`src/hdl/pfs_pkg.sv`:
```
package pfs_pkg;

  localparam int unsigned FB_WORDS_DEF = 65536;
  localparam int unsigned PAL_ENTRIES  = 256;
  localparam int unsigned PAL_AW       = 8;

  localparam int unsigned OP_W       = 2;
  localparam int unsigned ADDR_W     = 24;
  localparam int unsigned WIDX_W     = 22;
  localparam int unsigned WORD_W     = 32;
  localparam int unsigned DIM_W      = 12;
  localparam int unsigned OFS_W      = 18;
  localparam int unsigned SKIP_W     = 2;
  localparam int unsigned CFG_IDX_W  = 2;
  localparam int unsigned CFG_DATA_W = 32;
  // Scan word counter: start word plus up to 4095 lines of up to 4095 words
  localparam int unsigned SCAN_AW    = 25;

  localparam logic [3:0] REGION_CTRL = 4'hF;
  localparam logic [3:0] REGION_PAL  = 4'hE;

  localparam int unsigned SKIP_HALVE_W = 0;
  localparam int unsigned SKIP_HALVE_H = 1;

  localparam logic [DIM_W-1:0] WIDTH_RST  = 12'd640;
  localparam logic [DIM_W-1:0] HEIGHT_RST = 12'd480;

  localparam logic KIND_READ  = 1'b0;
  localparam logic KIND_PIXEL = 1'b1;

  typedef enum logic [OP_W-1:0] {
    OP_WRITE = 2'd0,
    OP_READ  = 2'd1,
    OP_SCAN  = 2'd2
  } op_t;

  typedef enum logic [CFG_IDX_W-1:0] {
    REG_SCAN_START   = 2'd0,
    REG_FRAME_WIDTH  = 2'd1,
    REG_FRAME_HEIGHT = 2'd2,
    REG_SKIP_MODE    = 2'd3
  } reg_idx_t;

  typedef struct packed {
    logic bus_write;
    logic bus_read;
    logic scan_adjust;
    logic clr_step;
    logic fb_fetch;
    logic pal_first;
    logic pal_next;
    logic load_read;
    logic load_pix;
    logic scan_finish;
  } cmd_t;

  typedef struct packed {
    logic op_write;
    logic op_read;
    logic op_scan;
    logic geom_empty;
    logic clr_last;
    logic slot_free;
    logic last_pix;
  } sts_t;

  function automatic logic [WORD_W-1:0] byte_swap(input logic [WORD_W-1:0] v);
    return {v[7:0], v[15:8], v[23:16], v[31:24]};
  endfunction

endpackage

```
`src/hdl/pfs_ctrl.sv`:
```
module pfs_ctrl (
  input  logic          clk,
  input  logic          rst,
  input  logic          req_valid,
  output logic          req_ready,
  input  pfs_pkg::sts_t sts,
  output pfs_pkg::cmd_t cmd
);
  import pfs_pkg::*;

  typedef enum logic [5:0] {
    S_CLEAR = 6'b000001,
    S_IDLE  = 6'b000010,
    S_READ  = 6'b000100,
    S_FETCH = 6'b001000,
    S_PAL   = 6'b010000,
    S_EMIT  = 6'b100000
  } state_t;

  state_t state;
  state_t state_next;

  always_ff @(posedge clk) begin
    if (rst) begin
      state <= S_CLEAR;
    end else begin
      state <= state_next;
    end
  end

  always_comb begin
    cmd        = '0;
    req_ready  = 1'b0;
    state_next = state;
    case (state)
      S_CLEAR: begin
        cmd.clr_step = 1'b1;
        if (sts.clr_last) begin
          state_next = S_IDLE;
        end
      end
      S_IDLE: begin
        req_ready = 1'b1;
        if (req_valid) begin
          if (sts.op_write) begin
            cmd.bus_write = 1'b1;
          end else if (sts.op_read) begin
            cmd.bus_read = 1'b1;
            state_next   = S_READ;
          end else if (sts.op_scan && !sts.geom_empty) begin
            cmd.scan_adjust = 1'b1;
            state_next      = S_FETCH;
          end
        end
      end
      S_READ: begin
        if (sts.slot_free) begin
          cmd.load_read = 1'b1;
          state_next    = S_IDLE;
        end
      end
      S_FETCH: begin
        cmd.fb_fetch = 1'b1;
        state_next   = S_PAL;
      end
      S_PAL: begin
        cmd.pal_first = 1'b1;
        state_next    = S_EMIT;
      end
      S_EMIT: begin
        if (sts.slot_free) begin
          cmd.load_pix = 1'b1;
          if (sts.last_pix) begin
            cmd.scan_finish = 1'b1;
            state_next      = S_IDLE;
          end else begin
            cmd.pal_next = 1'b1;
          end
        end
      end
      default: begin
        state_next = S_IDLE;
      end
    endcase
  end

  // the clearing pass runs once per reset
  a_clear_once: assert property (@(posedge clk) disable iff (rst)
    state != S_CLEAR |=> state != S_CLEAR)
    else $error("clearing pass re-entered without reset");

  a_finish_frees: assert property (@(posedge clk) disable iff (rst)
    cmd.scan_finish |=> req_ready)
    else $error("input not taken after the last pixel of a scan step");

endmodule

```
`config.mk`:
```
export PLATFORM = sky130hd
export DESIGN_NAME = pfs_ctrl
export DESIGN_NICKNAME = d
export VERILOG_FILES = /design/src/hdl/pfs_pkg.sv /design/src/hdl/pfs_ctrl.sv
export SDC_FILE = /design/constraint.sdc
export NUM_CORES = 1
export LEC_CHECK = 0
export BUFFER_PORTS_ARGS = -buffer_cell sky130_fd_sc_hd__buf_2
export CORE_AREA = 2 2 39 41
export DETAILED_ROUTE_END_ITERATION = 10
export DIE_AREA = 0 0 41 43
export SLEW_MARGIN = 0
export SYNTH_ARGS = -nofsm -noshare
export SYNTH_HDL_FRONTEND = slang
export SYNTH_SLANG_ARGS = --single-unit
```
`constraint.sdc`:
```
create_clock -name clk -period 1.6 [get_ports clk]
set_clock_uncertainty 0.2 [all_clocks]
set_input_delay 0.08 -clock clk [delete_from_list [all_inputs] [get_ports clk]]
set_output_delay 0.08 -clock clk [all_outputs]
set_load 0.02 [all_outputs]
```
==> results_dict.tcl <==
set metrics [dict create \
    status "finished with violations" \
    violations "setup timing" \
    core_area_mm2 0.00138 \
    synth_area_per_cell_um2 8.22 \
    antenna_found_initial 0 \
    synth_cell_types 29 \
    fmax_ghz 0.528 \
    first_pass_iters 2 \
    grt_pass1_wl_mm 2.04 \
    multi_input_area_um2 347 \
    power_leakage_nw 0.371 \
    cp_slowest_stage_delay_ns 0.39 \
    hold_violations 0 \
    cellPowerDensity_mw_per_mm2 537 \
    critPathLaunchType "register" \
    path_class "reg -> out" \
    synthArstFlopShare_pct 0 \
    gr-total-overflow 0 \
    r2r_slack_ns -0.12 \
    seqCellArea_um2 126 \
    largest_register "state" \
    cts_tree "done" \
    m1WireLength_um 499 \
    synthesis.area_um2 403 \
    drive_gt1_share_pct 68.9 \
    drc 0 \
    syn_inst 49 \
    gp_congestion 0.683 \
    root_buffer "clkbuf_4" \
    end_kind "output pin" \
    grt_usage_pct 17.2 \
    wl_met2_um 651 \
    viasPerCell 4.82 \
    ys.flop_type "dfxtp_1" \
    reg.largest.list "state: 6 flops" \
    wl_met3_um 44 \
    die_w_um 41 \
    crit_fanout 4 \
    cp_top_family "simple AND/OR/NAND/NOR gates" \
    synth_seq_cells 6 \
    crit_chain "or3_4 -> nor4b_4 -> inv_2 -> nor3_4 -> buf_6" \
    area_delta_synth_final_pct 107 \
    cts_buffer_depth 2 \
    largest_reg_flops 6 \
    drt_wl_total_mm 1.20 \
    grt_setup_unrepaired "yes" \
    cp_num_buf_inv 2 \
    crit_required_ns 1.32 \
    max-vdd-ir-drop_mv 0.343 \
    first_global_vias 486 \
    antennaDiodeCount 0 \
    crit_slowest_cell "or3_4" \
    hold_class "in -> reg" \
    clock_latency_ns 0.24 \
    drv_cap 0 \
    die_y_um 43 \
    cts_htree_levels 1 \
    hpwlAfterDp_um 876 \
    place_worst_setup_slack_ns -0.141 \
    start_util_pct 29.1 \
    tightest_slew_ns 0.350 \
    wl_per_cell_um 11.3 \
    fin_nets 102 \
    synth_edf_count 0 \
    dieArea_mm2 0.00176 \
    synthesis.nets 59 \
    cts_buffers 3 \
    slew_violations 0 \
    ios 21 \
    cts.sink_count 6 \
    drt_iter0_drc 4 \
    vias 511 \
    grt_max_degree 7 \
    rows 14 \
    ys_seq_area_share_pct 29.8 \
    arrival_ns 1.61 \
    yosysWarnings 0 \
    worst_slack_ns -0.295 \
    fin_setup_tns_ns -2.66 \
    fin_crit_ns 1.89 \
    maxSlewHeadroom_pct 76.4 \
    fin_crit_sh_pct 118 \
    fillCellCount 126 \
    clkSlewWorstSetupHoldPaths_ns 0.04 \
    io_buffer_count 20 \
    maxUsedRoutingLayer "met3" \
    setup_viol_count_final 15 \
    drtAntennaViolNets 0 \
]
synth_stat cells, types with 2 or more instances:
| master | number | share of area [%] |
|---|---|---|
| dfxtp_1 | 6 | 30 |
| nor2b_1 | 2 | 3.1 |
| nor3_1 | 4 | 5.0 |
| and3_2 | 2 | 3.7 |
| nor4_1 | 2 | 3.1 |
| nand2_1 | 3 | 2.8 |
| nor2_1 | 5 | 4.7 |
| o21ai_0 | 3 | 3.7 |
| nor3b_1 | 2 | 3.7 |
routing by layer:
metal / up-vias / GRT usage (%)
met5: - / 0
li1: 266 / -
met3: 0 / 3.14
met2: 13 / 24.4
met1: 232 / 23.3
met4: 0 / 10.0
cell usage in the layout (no fill, tap or decap), types with 2 or more instances in the layout:
cell type	n
and3_2	2
buf_2	10
buf_4	19
buf_6	8
clkbuf_4	3
dfxtp_1	3
dfxtp_2	2
dlygate4sd3_1	3
nand2_2	2
nor2_1	4
nor2b_1	2
nor3_2	2
nor4_2	2
nor4b_4	2
o21ai_0	3
metrics by stage:
stage	total power [mW]	utilization, %	hold WS [ns]	area [um^2]	std cells
3_3_place_gp	0.282	46.5	0.137	643	95
5_1_grt	0.475	60.4	0.0861	836	106
2_1_floorplan	0.230	-	-0.0564	445	49
6_report	0.449	60.4	0.0550	836	106
3_5_place_dp	0.283	46.5	0.130	643	95
4_1_cts	0.448	58.0	0.0392	802	104
report_power, final:
part	internal, mW	switching [mW]	leakage (nW)
Sequential	0.155	0.00715	0.0503
Combinational	0.0826	0.0730	0.306
Clock	0.0843	0.0468	0.0138
layout make-up:
| class | instances | share of cell area (%) |
|---|---|---|
| Multi-Input combinational cell | 39 | 41.5 |
| Sequential cell | 6 | 15.1 |
| Inverter | 2 | 0.898 |
| Tap cell | 16 | 2.40 |
| Timing Repair Buffer | 40 | 37.4 |
| Clock buffer | 3 | 2.69 |
worst paths after layout:
check,from,end,cells past startpoint
max reg2reg,state[0],state[2],6
min reg2reg,state[5],state[5],3
min,sts[6],state[3],4
max,state[0],cmd[7],5
worst register-to-register path, stage by stage, from the launching register on:
cell     delay (ns)
dfxtp_2        0.31
or3_4          0.39
nor4b_4        0.32
buf_4          0.19
buf_6          0.09
a32oi_1        0.07
nor2_1         0.08
cell families (layout without fill, tap and decap cells):
kind of cell | after synthesis | count (layout) | synth area share (%)
xor+xnor | 1 | 1 | 2.17
flops | 6 | 6 | 29.8
buf+inv | 4 | 45 | 4.66
compound gates | 10 | 10 | 16.8
simple gates | 28 | 28 | 46.6
repair_timing:
action	CTS	global route
endpoints found under the setup margin	15	16
pin swaps	8	5
setup buffers	3	2
endpoints found under the hold margin	5	0
resized for setup	22	6
hold buffers	3	0
Note: power is estimated with default switching activity, not from simulation.
